`config.mk`:
```
export PLATFORM = sky130hd
export DESIGN_NAME = pcr_ctrl
export DESIGN_NICKNAME = d
export VERILOG_FILES = /design/src/pcr_pkg.sv /design/src/pcr_ctrl.sv
export SDC_FILE = /design/constraint.sdc
export NUM_CORES = 1
export LEC_CHECK = 0
export ABC_AREA = 1
export BUFFER_PORTS_ARGS = -buffer_cell sky130_fd_sc_hd__buf_2
export CAP_MARGIN = 40
export CORE_AREA = 4 4 45 47
export DETAILED_ROUTE_END_ITERATION = 7
export DIE_AREA = 0 0 49 51
export HOLD_SLACK_MARGIN = 0.08
export MAX_ROUTING_LAYER = met4
export PLACE_DENSITY = 0.78
export SLEW_MARGIN = 15
export SYNTH_ARGS = -nofsm -noshare
export SYNTH_HDL_FRONTEND = slang
export SYNTH_SLANG_ARGS = --single-unit
```
`constraint.sdc`:
```
create_clock -name clk -period 2 [get_ports clk]
set_input_delay 0.4 -clock clk [delete_from_list [all_inputs] [get_ports clk]]
set_output_delay 0.4 -clock clk [all_outputs]
set_load 0.01 [all_outputs]
```
`src/pcr_pkg.sv`:
```
`timescale 1ns / 1ps
// ----------------------------------------------------------------------------
// pcr_pkg
// Shared types, constants and helper functions of the proxy collector.
// ----------------------------------------------------------------------------
package pcr_pkg;

  localparam int NODES_DEF = 64;
  localparam int PTR_W     = 7;
  localparam int MAX_STEPS = 64;
  localparam int STEP_W    = 7;

  localparam logic [PTR_W-1:0] NIL_PTR  = 7'd127;
  localparam logic [31:0]      EPH_UNIT = 32'h0001_0000;
  localparam logic [31:0]      EPH_MASK = 32'hffff_0000;
  localparam logic [31:0]      IDX_MASK = 32'h0000_ffff;

  typedef enum logic [1:0] {
    OP_ACQUIRE = 2'd0,
    OP_RELEASE = 2'd1,
    OP_RETIRE  = 2'd2,
    OP_NOP     = 2'd3
  } op_t;

  typedef struct packed {
    op_t         operation;
    logic [31:0] ref_word;
    logic [31:0] object_handle;
    logic [7:0]  routine_tag;
  } in_item_t;

  typedef struct packed {
    logic [31:0] ref_out;
    logic        accepted;
    logic        freed_valid;
    logic [31:0] freed_handle;
    logic [7:0]  freed_tag;
    logic        last;
  } out_item_t;

  // At most one command per cycle from the controller.
  typedef struct packed {
    logic load;
    logic acquire;
    logic ret_start;
    logic ret_node;
    logic prev_rd;
    logic ret_acc;
    logic rel_start;
    logic eval;
    logic xfer;
    logic done;
  } pcr_cmd_t;

  typedef struct packed {
    op_t  op;
    logic pool_empty;
    logic prev_ok;
    logic rel_ok;
    logic reclaim;
    logic cont;
    logic out_free;
  } pcr_sts_t;

  // Count of a node that has never been written since reset.
  function automatic logic [31:0] cnt_reset(input logic [PTR_W-1:0] idx);
    return (idx == '0) ? 32'd1 : 32'd0;
  endfunction

  // Link of a node that has never been written: the initial free chain.
  function automatic logic [PTR_W-1:0] next_reset(input logic [PTR_W-1:0] idx);
    return (idx <= 7'd1) ? NIL_PTR : idx - 7'd1;
  endfunction

endpackage

```
`src/pcr_ctrl.sv`:
```
`timescale 1ns / 1ps
// ----------------------------------------------------------------------------
// pcr_ctrl
// Sequencer: dispatches one item and walks the reclamation chain.
// ----------------------------------------------------------------------------
module pcr_ctrl
  import pcr_pkg::*;
(
  input  logic     clk,
  input  logic     rst,
  input  logic     in_valid,
  output logic     in_ready,
  input  pcr_sts_t sts,
  output pcr_cmd_t cmd
);

  typedef enum logic [9:0] {
    S_IDLE = 10'b00_0000_0001,
    S_DISP = 10'b00_0000_0010,
    S_NODE = 10'b00_0000_0100,
    S_PREV = 10'b00_0000_1000,
    S_ACC  = 10'b00_0001_0000,
    S_REL  = 10'b00_0010_0000,
    S_READ = 10'b00_0100_0000,
    S_EVAL = 10'b00_1000_0000,
    S_XFER = 10'b01_0000_0000,
    S_DONE = 10'b10_0000_0000
  } state_t;

  state_t state, state_next;

  always_ff @(posedge clk) begin
    if (rst) begin
      state <= S_IDLE;
    end else begin
      state <= state_next;
    end
  end

  always_comb begin
    state_next = state;
    cmd        = '0;
    in_ready   = 1'b0;
    unique case (state)
      S_IDLE: begin
        in_ready = 1'b1;
        if (in_valid) begin
          cmd.load   = 1'b1;
          state_next = S_DISP;
        end
      end
      S_DISP: begin
        unique case (sts.op)
          OP_ACQUIRE: begin
            cmd.acquire = 1'b1;
            state_next  = S_DONE;
          end
          OP_RELEASE: state_next = S_REL;
          OP_RETIRE: begin
            cmd.ret_start = 1'b1;
            state_next    = sts.pool_empty ? S_REL : S_NODE;
          end
          default: state_next = S_DONE;
        endcase
      end
      // The free-stack link of the popped node is on the read port here.
      S_NODE: begin
        cmd.ret_node = 1'b1;
        state_next   = sts.prev_ok ? S_PREV : S_REL;
      end
      S_PREV: begin
        cmd.prev_rd = 1'b1;
        state_next  = S_ACC;
      end
      S_ACC: begin
        cmd.ret_acc = 1'b1;
        state_next  = S_REL;
      end
      S_REL: begin
        cmd.rel_start = 1'b1;
        state_next    = sts.rel_ok ? S_READ : S_DONE;
      end
      S_READ: state_next = S_EVAL;
      S_EVAL: begin
        cmd.eval   = 1'b1;
        state_next = sts.reclaim ? S_XFER : S_DONE;
      end
      S_XFER: begin
        if (sts.out_free) begin
          cmd.xfer   = 1'b1;
          state_next = sts.cont ? S_READ : S_DONE;
        end
      end
      S_DONE: begin
        if (sts.out_free) begin
          cmd.done   = 1'b1;
          state_next = S_IDLE;
        end
      end
      default: state_next = S_IDLE;
    endcase
  end

endmodule
```
======== Word-level counts from Yosys, hierarchy flattened ========
Index checks and enable logic that the tools add are counted.
word-level totals
  output and inout bits ................... 11
  bits of input ports ..................... 11
  bits in registers ....................... 10
operators by class
  reduce and logical (&&, ||, !) cells .... 2
  mux-type cells .......................... 24
  equality and inequality tests ........... 15
operator list
  cell                    number
  $pmux W10 S10           1
  $mux W10                6
  $pmux W10 S2            1
  $mux W1                 13
  $mux W6                 2
  $eq A10 B1 Y1 const B   1
  $eq A10 B10 Y1 const B  1
  $eq A10 B2 Y1 const B   1
  $eq A10 B3 Y1 const B   1
  $eq A10 B4 Y1 const B   1
  $eq A10 B5 Y1 const B   1
  $eq A10 B6 Y1 const B   1
  $eq A10 B7 Y1 const B   1
  $eq A10 B8 Y1 const B   1
  $eq A10 B9 Y1 const B   1
  $ne A2 B2 Y1 const B    3
  $reduce_and A3 Y1       1
  $eq A2 B1 Y1 const B    1
  $eq A2 B2 Y1 const B    1
  $logic_not A2 Y1        1
  $mux W2                 1

======== Logic depth before layout (Yosys ltp) ========
Gate-level depths: netlist of run 1.
  depth in word-level cells ............... 3
  depth in mapped cells ................... 10
  mapped depth without buffers ............ 10

======== Worst setup path before layout of run 1 ========
OpenSTA, ideal clock, no wires.
  path type ............................... register -> output
  start ................................... reg state[2]
  end ..................................... out cmd[1] (netlist name)
  buffers on the path ..................... 0
  cell stages (with the launch flop) ...... 6
  path slack .............................. 0.653 ns
  data arrival time ....................... 0.947 ns
  cell sequence ........................... dfxtp_1 nor2_2 nand2_4 nor2_8 nand2_1 nor2_1
RTL lines
  what                    line            RTL
  start, declared         pcr_ctrl.sv:30  state_t state, state_next;
  start signal, assigned  pcr_ctrl.sv:36  state <= state_next;
  end, declared           pcr_ctrl.sv:14  output pcr_cmd_t cmd

==> results.yml, run 1 <==
drt:
  viasPerCell: 4.821
  finalWirelength_um: 1854
  drt_iter0_markers: 21
  drt_pass1_iterations: 4
  drc: 0
  ant_nets: 0
  wire_per_inst_um: 11.04
  via_count: 810
yosys:
  syn_area_per_cell_um2: 6.680
  yosys_warnings: 0
  synth_cell_type_count: 23
  synth.net_count: 141
  netlist_instances: 127
  syn_area_um2: 848.3
  yosysSeqAreaShare_pct: 23.60
  synth-seq-cells: 10
placed_design:
  gp_congestion: 0.8949
  dp_hpwl_um: 1580
  io_buffers: 21
critical_path:
  crit_path_start_kind: "flop"
  cp.required_ns: 1.60
  criticalPathCategory: "reg2out"
  r2r_end: "state[0]"
  reg2reg_from: "state[9]"
  r2r_slack_ns: 0.71
  crit_fanout: 4
  cp-end-kind: "output port"
  reg2reg_depth: 8
  worstPathArrival_ns: 1.39
cells_and_area:
  seqCellArea_um2: 200.2
  final_common_cell: "inv_1"
  regMostFlops: "state"
  area_delta_synth_final_pct: 17.55
  layout-drive-gt1-share_pct: 34.44
  largest_reg_flops: 10
  fillers: 166
  diodes: 0
  multiInputGateArea_um2: 525.5
  layout_common_cells: "28 x inv_1, 22 x nand2_1, 21 x buf_2"
  reg.largest.list: "state x10"
  nNetsFinal: 167
global_route:
  first_global_vias: 792
  grt.overflow.total: 0
  grt_busiest_layer: "met2"
  grtUsageMet1_pct: 19.57
  met2_usage_pct: 30.65
  grt_usage_pct: 17.25
  grt_pass1_wl_um: 3353
  use_met3_pct: 3.207
  antenna_found_initial: 0
  grt_max_degree: 8
die:
  die_w_um: 49
  chipHeight_um: 51
  io_pins: 22
  core_um2: 1652
  fp-row-count: 15
  start_util_pct: 51.36
  dieArea_um2: 2499
hold_path:
  worstHoldStart: "sts[5]"
  holdPathEnd: "state[2]"
  holdPathStages: 2
  hold_path.class: "in2reg"
sta:
  fin_crit_sh_pct: 89.50
  fmax_mhz: 558.6
  finalHoldViolCount: 0
  maxSlewViolCount: 0
  rsz0062_at_grt: "false"
  clock_skew_ns: 0.005545
  fin_setup_tns_ns: 0
  period_minus_slack_ns: 1.790
  worst_slew_pin_slew_ns: 0.2780
  setup_violations: 0
  max-slew-margin-rel_pct: 81.45
  whs_ns: 0.3058
clock_network:
  cts.sinks: 10
  clk_latency_ns: 0.27
  cts_tree: "yes"
  post_cts_resized: 0
  root_buffer: "clkbuf_4"
  clk_pin_slew_ns: 0.07
  cts_buffer_depth: 2
  cts_hold_buffers: 0
  htree_levels: 1
  cts_setup_buffers: 0
  cts_buffers: 3
run_status:
  status: "completed"
run:
  drv_cap: 0
power:
  leakage_uw: 0.0006092
  powerDensity_nw_per_um2: 571.7
  ir_drop_uv: 376.3
[worst max path at each step]
stage               slack [ns]  cells after the start      from      to
floorplan                 0.65                      5  state[2]  cmd[1]
global placement          0.51                      6  state[9]  cmd[7]
detailed placement        0.49                      6  state[9]  cmd[7]
CTS                       0.19                      6  state[9]  cmd[7]
global route              0.03                      6  state[9]  cmd[7]
finish                    0.21                      6  state[9]  cmd[7]
[cells by family after synthesis]
family	after synthesis	synth area share, %
buf+inv	32	14.45
simple gates	77	53.39
compound gates	5	4.129
fa+ha+maj	3	4.425
flops	10	23.60
[power breakdown]
part	switching, µW	internal, µW
registers	9.81	208
clock network	74.8	69.7
logic	130	77.4
total	215	355
[synth_stat cells]
master    count  share of area (%)
a21oi_1       1               0.59
o21ai_2       2                2.1
a21o_1        1               0.89
ha_1          3                4.4
nor2_2        7                5.2
or2_1         1               0.74
dfxtp_1      10                 24
nand3_1       8                4.7
nor4_1        1               0.74
nor2_1       14                6.2
nor3_1        3                1.8
nand2_1      22                9.7
nand3_2       2                2.4
nor2_8        1                2.4
nand2_2       2                1.5
nor2_4        6                8.0
inv_2         3                1.3
inv_4         1               0.74
nand4_1       3                2.2
nand2_4       4                5.3
nand3b_1      3                2.7
o21ai_1       1               0.59
inv_1        28                 12
[critical path: stages (launching register included)]
cell and delay [ns]:
dfxtp_1 0.36, nor2_4 0.16, inv_2 0.06, nor2_4 0.16, nand2_1 0.15, nor2_1 0.10, buf_2 0.13
[layout make-up]
type                            count  share of cell area, %
Tap cell                           17                  2.133
Timing Repair Buffer               21                  10.54
Multi-Input combinational cell     85                  52.70
Clock buffer                        3                  2.258
Sequential cell                    10                  20.08
Inverter                           32                  12.30
[per-layer routing]
layer,wire (µm),up-vias
li1,-,433
met1,807,349
met2,911,23
met3,103,5
met4,32,0
met5,0,-
[through the flow]
step	area, µm²	util, %	instances	total power, µW	setup slack, ns
after floorplan	848.3	-	127	382.9	0.6525
after global placement	974.7	59.02	165	426.1	0.5058
after detailed placement	974.7	59.02	165	431.3	0.4937
after CTS	997.2	60.38	168	576.2	0.1912
after global routing	997.2	60.38	168	606.5	0.03084
final	997.2	60.38	168	570.1	0.2099
Note: power is estimated with default switching activity, not from simulation.
==> run 2: changes to the inputs <==
--- a/config.mk
+++ b/config.mk
@@ -13,7 +13,7 @@
 export DIE_AREA = 0 0 49 51
 export HOLD_SLACK_MARGIN = 0.08
 export MAX_ROUTING_LAYER = met4
-export PLACE_DENSITY = 0.78
+export PLACE_DENSITY = 0.81
 export SLEW_MARGIN = 15
 export SYNTH_ARGS = -nofsm -noshare
 export SYNTH_HDL_FRONTEND = slang
==> run 2 against run 1 <==
Register-to-register slack about the same; via count rose by 0.12%; sequential share of layout area is the same; flip-flop and latch count stayed put; combinational power hardly changed; utilization is the same.
==> results.yml, run 2 (synthesized netlist as in run 1, its figures left out) <==
run_status:
  status: "completed"
placed_design:
  io_buffers: 21
  placed_area_um2: 974.7
  place_inst: 165
  gp_congestion: 0.8784
  dp_hpwl_um: 1520
critical_path:
  cp-end-kind: "output port"
  reg2reg_depth: 8
  critPathTopFamily: "simple AND/OR/NAND/NOR gates"
  crit_path_frequent_cell: "nor2_4"
  criticalPathCategory: "reg2out"
  worstPathArrival_ns: 1.40
  cp.required_ns: 1.60
  path_cells: "nor2_4 -> inv_2 -> nor2_4 -> nand2_1 -> nor2_1 -> buf_2"
  crit_fanout: 4
  crit_path_start_kind: "flop"
  critPathBufInv: 2
  crit_cells: 6
  worst_path_max_delay_cell: "dfxtp_1"
  slowest_delay_ns: 0.36
drt:
  viasPerCell: 4.827
  drt_iter0_markers: 12
  ant_nets: 0
  drc: 0
  via_count: 811
  finalWirelength_um: 1781
  drt_pass1_iterations: 4
  wire_per_inst_um: 10.60
cells_and_area:
  nNetsFinal: 167
  layout_common_cells: "28 x inv_1, 22 x nand2_1, 21 x buf_2"
  fin_cells: 168
  regMostFlops: "state"
  utilization_pct: 60.38
  reg.largest.list: "state x10"
  diodes: 0
  area_delta_synth_final_pct: 17.55
  seqCellArea_um2: 200.2
  multiInputGateArea_um2: 525.5
  final_cell_area_um2: 997.2
  layout-drive-gt1-share_pct: 34.44
  fillers: 154
  final_common_cell: "inv_1"
  largest_reg_flops: 10
global_route:
  grt_busiest_layer: "met2"
  grtUsageMet1_pct: 19.22
  grt_usage_pct: 16.81
  grt_max_degree: 8
  antenna_found_initial: 0
  met2_usage_pct: 27.83
  use_met3_pct: 4.373
  grt.overflow.total: 0
  grt_pass1_wl_um: 3215
  first_global_vias: 801
sta:
  setup_violations: 0
  whs_ns: 0.3104
  rsz0062_at_grt: "false"
  max-slew-margin-rel_pct: 81.15
  fin_crit_sh_pct: 89.87
  period_minus_slack_ns: 1.797
  maxSlewViolCount: 0
  worst_slew_pin_slew_ns: 0.2807
  fmax_mhz: 556.3
  finalHoldViolCount: 0
  fin_setup_tns_ns: 0
  clock_skew_ns: 0.008378
power:
  powerDensity_nw_per_um2: 567.9
  leakage_uw: 0.0006092
  ir_drop_uv: 339.9
die:
  start_util_pct: 51.36
  dieArea_um2: 2499
  fp-row-count: 15
  io_pins: 22
  chipHeight_um: 51
  die_w_um: 49
  core_um2: 1652
clock_network:
  htree_levels: 1
  cts.sinks: 10
  cts_hold_buffers: 0
  cts_buffers: 3
  root_buffer: "clkbuf_4"
  cts_setup_buffers: 0
  cts_tree: "yes"
  post_cts_resized: 0
  clk_pin_slew_ns: 0.07
  cts_buffer_depth: 2
  clk_latency_ns: 0.27
hold_path:
  holdPathStages: 2
  hold_path.class: "in2reg"
run:
  drv_cap: 0
==> run 2: cell counts in the layout (fill, tap and decap cells not counted) <==
No cell type changed its count.
==> run 2: power by group <==
part	switching, µW	leakage [µW]	total [µW]	internal [µW]
clock network	72.5	0.0000138	142	69.6
logic	128	0.000514	206	77.5
registers	10.4	0.0000811	218	208
==> run 2: area by class of cell <==
type | count | area share, %
sequential | 10 | 20.08
timing repair buffer | 21 | 10.54
inverter | 32 | 12.30
multi-input combinational | 85 | 52.70
clock buffer | 3 | 2.258
tap | 17 | 2.133
==> run 2: worst register-to-register path, cell delays in order, from the launching register on <==
cell,delay (ns)
dfxtp_1,0.36
nor2_4,0.16
inv_2,0.06
nor2_4,0.15
nand2_1,0.14
nand2_1,0.10
nor2_1,0.04
nand4_1,0.10
nand2_1,0.06
==> run 2: path summary, 6_finish.rpt <==
check	from	end	slack, ns
min reg2reg	state[2]	state[3]	0.53
max	state[9]	cmd[7]	0.20
max reg2reg	state[9]	state[0]	0.72
min	sts[5]	state[2]	0.31
==> run 2: per-stage QoR <==
| stage | setup slack, ns | total power (µW) |
|---|---|---|
| detailed placement | 0.4937 | 429.6 |
| global placement | 0.5081 | 426.0 |
| global route | 0.08733 | 607.2 |
| finish | 0.2025 | 566.3 |
| floorplan | 0.6525 | 382.9 |
| CTS | 0.1868 | 568.7 |
==> run 2: metal layers <==
| layer | vias up | wire, µm |
|---|---|---|
| met1 | 357 | 772 |
| met3 | 5 | 85 |
| met5 | - | 0 |
| li1 | 433 | - |
| met4 | 0 | 32 |
| met2 | 16 | 890 |
==> run 3: changes to the inputs <==
--- a/config.mk
+++ b/config.mk
@@ -14,6 +14,7 @@
 export HOLD_SLACK_MARGIN = 0.08
 export MAX_ROUTING_LAYER = met4
 export PLACE_DENSITY = 0.81
+export RECOVER_POWER = 100
 export SLEW_MARGIN = 15
 export SYNTH_ARGS = -nofsm -noshare
 export SYNTH_HDL_FRONTEND = slang
==> run 3 against run 2 <==
Critical path depth did not move; count of clock-buffer cells in the layout did not move; cell area fell by 2.8%; register-to-register slack got worse by 0.17 ns; via count fell by 0.74%; die area did not move; clock power barely moved; sequential power barely moved; flip-flop and latch count did not move.
==> results.yml, run 3 (synthesized netlist as in run 1, its figures left out) <==
run_status:
  status: "completed"
critical_path:
  startpoint: "state[9]"
  cp-end-kind: "output port"
  worst_path_max_delay_cell: "dfxtp_1"
  crit_fanout: 5
  cp.required_ns: 1.60
  slowest_delay_ns: 0.43
  path_cells: "nor2_4 -> inv_1 -> nor2_4 -> nand2_1 -> clkinvlp_2 -> buf_2"
  crit_path_start_kind: "flop"
  worstPathArrival_ns: 1.42
  crit_path_frequent_cell: "nor2_4"
  criticalPathCategory: "reg2out"
  critPathCapture: "in_ready"
  reg2reg_depth: 8
  r2r_end: "state[0]"
  r2r_slack_ns: 0.55
  reg2reg_from: "state[9]"
die:
  dieArea_um2: 2499
  chipHeight_um: 51
  core_um2: 1652
  io_pins: 22
  fp-row-count: 15
  start_util_pct: 51.36
  die_w_um: 49
placed_design:
  io_buffers: 21
  gp_congestion: 0.8784
  dp_hpwl_um: 1520
hold_path:
  hold_path.class: "in2reg"
drt:
  wire_per_inst_um: 10.53
  finalWirelength_um: 1769
  ant_nets: 0
  viasPerCell: 4.792
  drt_iter0_markers: 9
  drt_pass1_iterations: 4
  drc: 0
  via_count: 805
cells_and_area:
  reg.largest.list: "state x10"
  regMostFlops: "state"
  diodes: 0
  multiInputGateArea_um2: 505.5
  layout_common_cells: "29 x inv_1, 24 x nand2_1, 16 x nor2_1, 16 x buf_2, 10 x dfxtp_1"
  layout-drive-gt1-share_pct: 27.15
  seqCellArea_um2: 200.2
  fillers: 158
  largest_reg_flops: 10
  final_common_cell: "inv_1"
  nNetsFinal: 167
  area_delta_synth_final_pct: 14.31
clock_network:
  cts_buffer_depth: 2
  root_buffer: "clkbuf_4"
  cts.sinks: 10
  cts_hold_buffers: 0
  clk_pin_slew_ns: 0.07
  cts_buffers: 3
  post_cts_resized: 0
  clk_latency_ns: 0.27
  htree_levels: 1
  cts_tree: "yes"
  cts_setup_buffers: 0
sta:
  rsz0062_at_grt: "false"
  maxSlewViolCount: 0
  fmax_mhz: 548.3
  fin_setup_tns_ns: 0
  max-slew-margin-rel_pct: 76.55
  period_minus_slack_ns: 1.824
  finalHoldViolCount: 0
  fin_crit_sh_pct: 91.19
  setup_violations: 0
  worst_slew_pin_slew_ns: 0.3505
  clock_skew_ns: 0.01060
  whs_ns: 0.3106
power:
  p_sw_share_pct: 36.82
  seqPwrFrac_pct: 39.7
  powerDensity_nw_per_um2: 568.1
  share_comb_of_total_power_pct: 34.3
  switching_power_uw: 202.9
  internal-power_uw: 348.0
  leakage_uw: 0.0005839
  ir_drop_uv: 328.0
  clockPowerShare_pct: 26.0
global_route:
  antenna_found_initial: 0
  grt_usage_pct: 16.81
  first_global_vias: 801
  grt.overflow.total: 0
  grt_max_degree: 8
  grt_pass1_wl_um: 3215
run:
  drv_cap: 0
==> run 3: changes by cell type in the layout (fill, tap and decap cells not counted), moves of 2 or more <==
| cell | before | now |
|---|---|---|
| buf_2 | 21 | 16 |
| nor2_1 | 14 | 16 |
| nand2_1 | 22 | 24 |
| clkbuf_1 | 0 | 5 |
| nor2_2 | 7 | 5 |
==> run 3: worst min path at each step <==
stage | from | to | slack [ns] | depth (start not counted)
after floorplan | rst | state[8] | 0.47 | 1
after global placement | state[2] | state[3] | 0.52 | 2
after detailed placement | state[2] | state[3] | 0.53 | 2
after CTS | sts[5] | state[2] | 0.31 | 2
after global routing | sts[5] | state[2] | 0.31 | 2
final | sts[5] | state[2] | 0.31 | 2
==> run 3: area by class of cell <==
type	count	share of cell area, %
Clock buffer	3	2.323
Inverter	32	12.52
Multi-Input combinational cell	85	52.13
Sequential cell	10	20.65
Tap cell	17	2.194
Timing Repair Buffer	21	10.19
==> run 3: per-stage QoR <==
step / utilization [%] / power (µW) / cell area (µm²) / std cells / setup WS, ns
after detailed placement: 59.02 / 429.6 / 974.7 / 165 / 0.4937
final: 58.71 / 550.9 / 969.7 / 168 / 0.1761
after CTS: 60.38 / 568.7 / 997.2 / 168 / 0.1868
after global placement: 59.02 / 426.0 / 974.7 / 165 / 0.5081
after floorplan: - / 382.9 / 848.3 / 127 / 0.6525
after global routing: 58.71 / 589.8 / 969.7 / 168 / 0.04375
==> run 3: critical path, delay by kind of cell, from the launching register on <==
family        cells  cell delay (ns)
buf+inv           3             0.44
flops             1             0.43
simple gates      3             0.27
==> run 3: power by group through the flow <==
stage	logic, µW	registers, µW	clock network, µW
detailed placement	207	223	0
finish	189	218	143
CTS	208	218	143
global placement	204	222	0
floorplan	162	220	0
global route	217	220	153
==> run 3: metal layers <==
layer / wire length (µm) / part of all wire (%) / global-route usage [%] / up-vias
li1: - / - / - / 429
met1: 767 / 43 / 19.22 / 353
met2: 882 / 50 / 27.83 / 18
met3: 86 / 4.9 / 4.373 / 5
met4: 32 / 1.8 / 7.175 / 0
met5: 0 / 0 / - / -
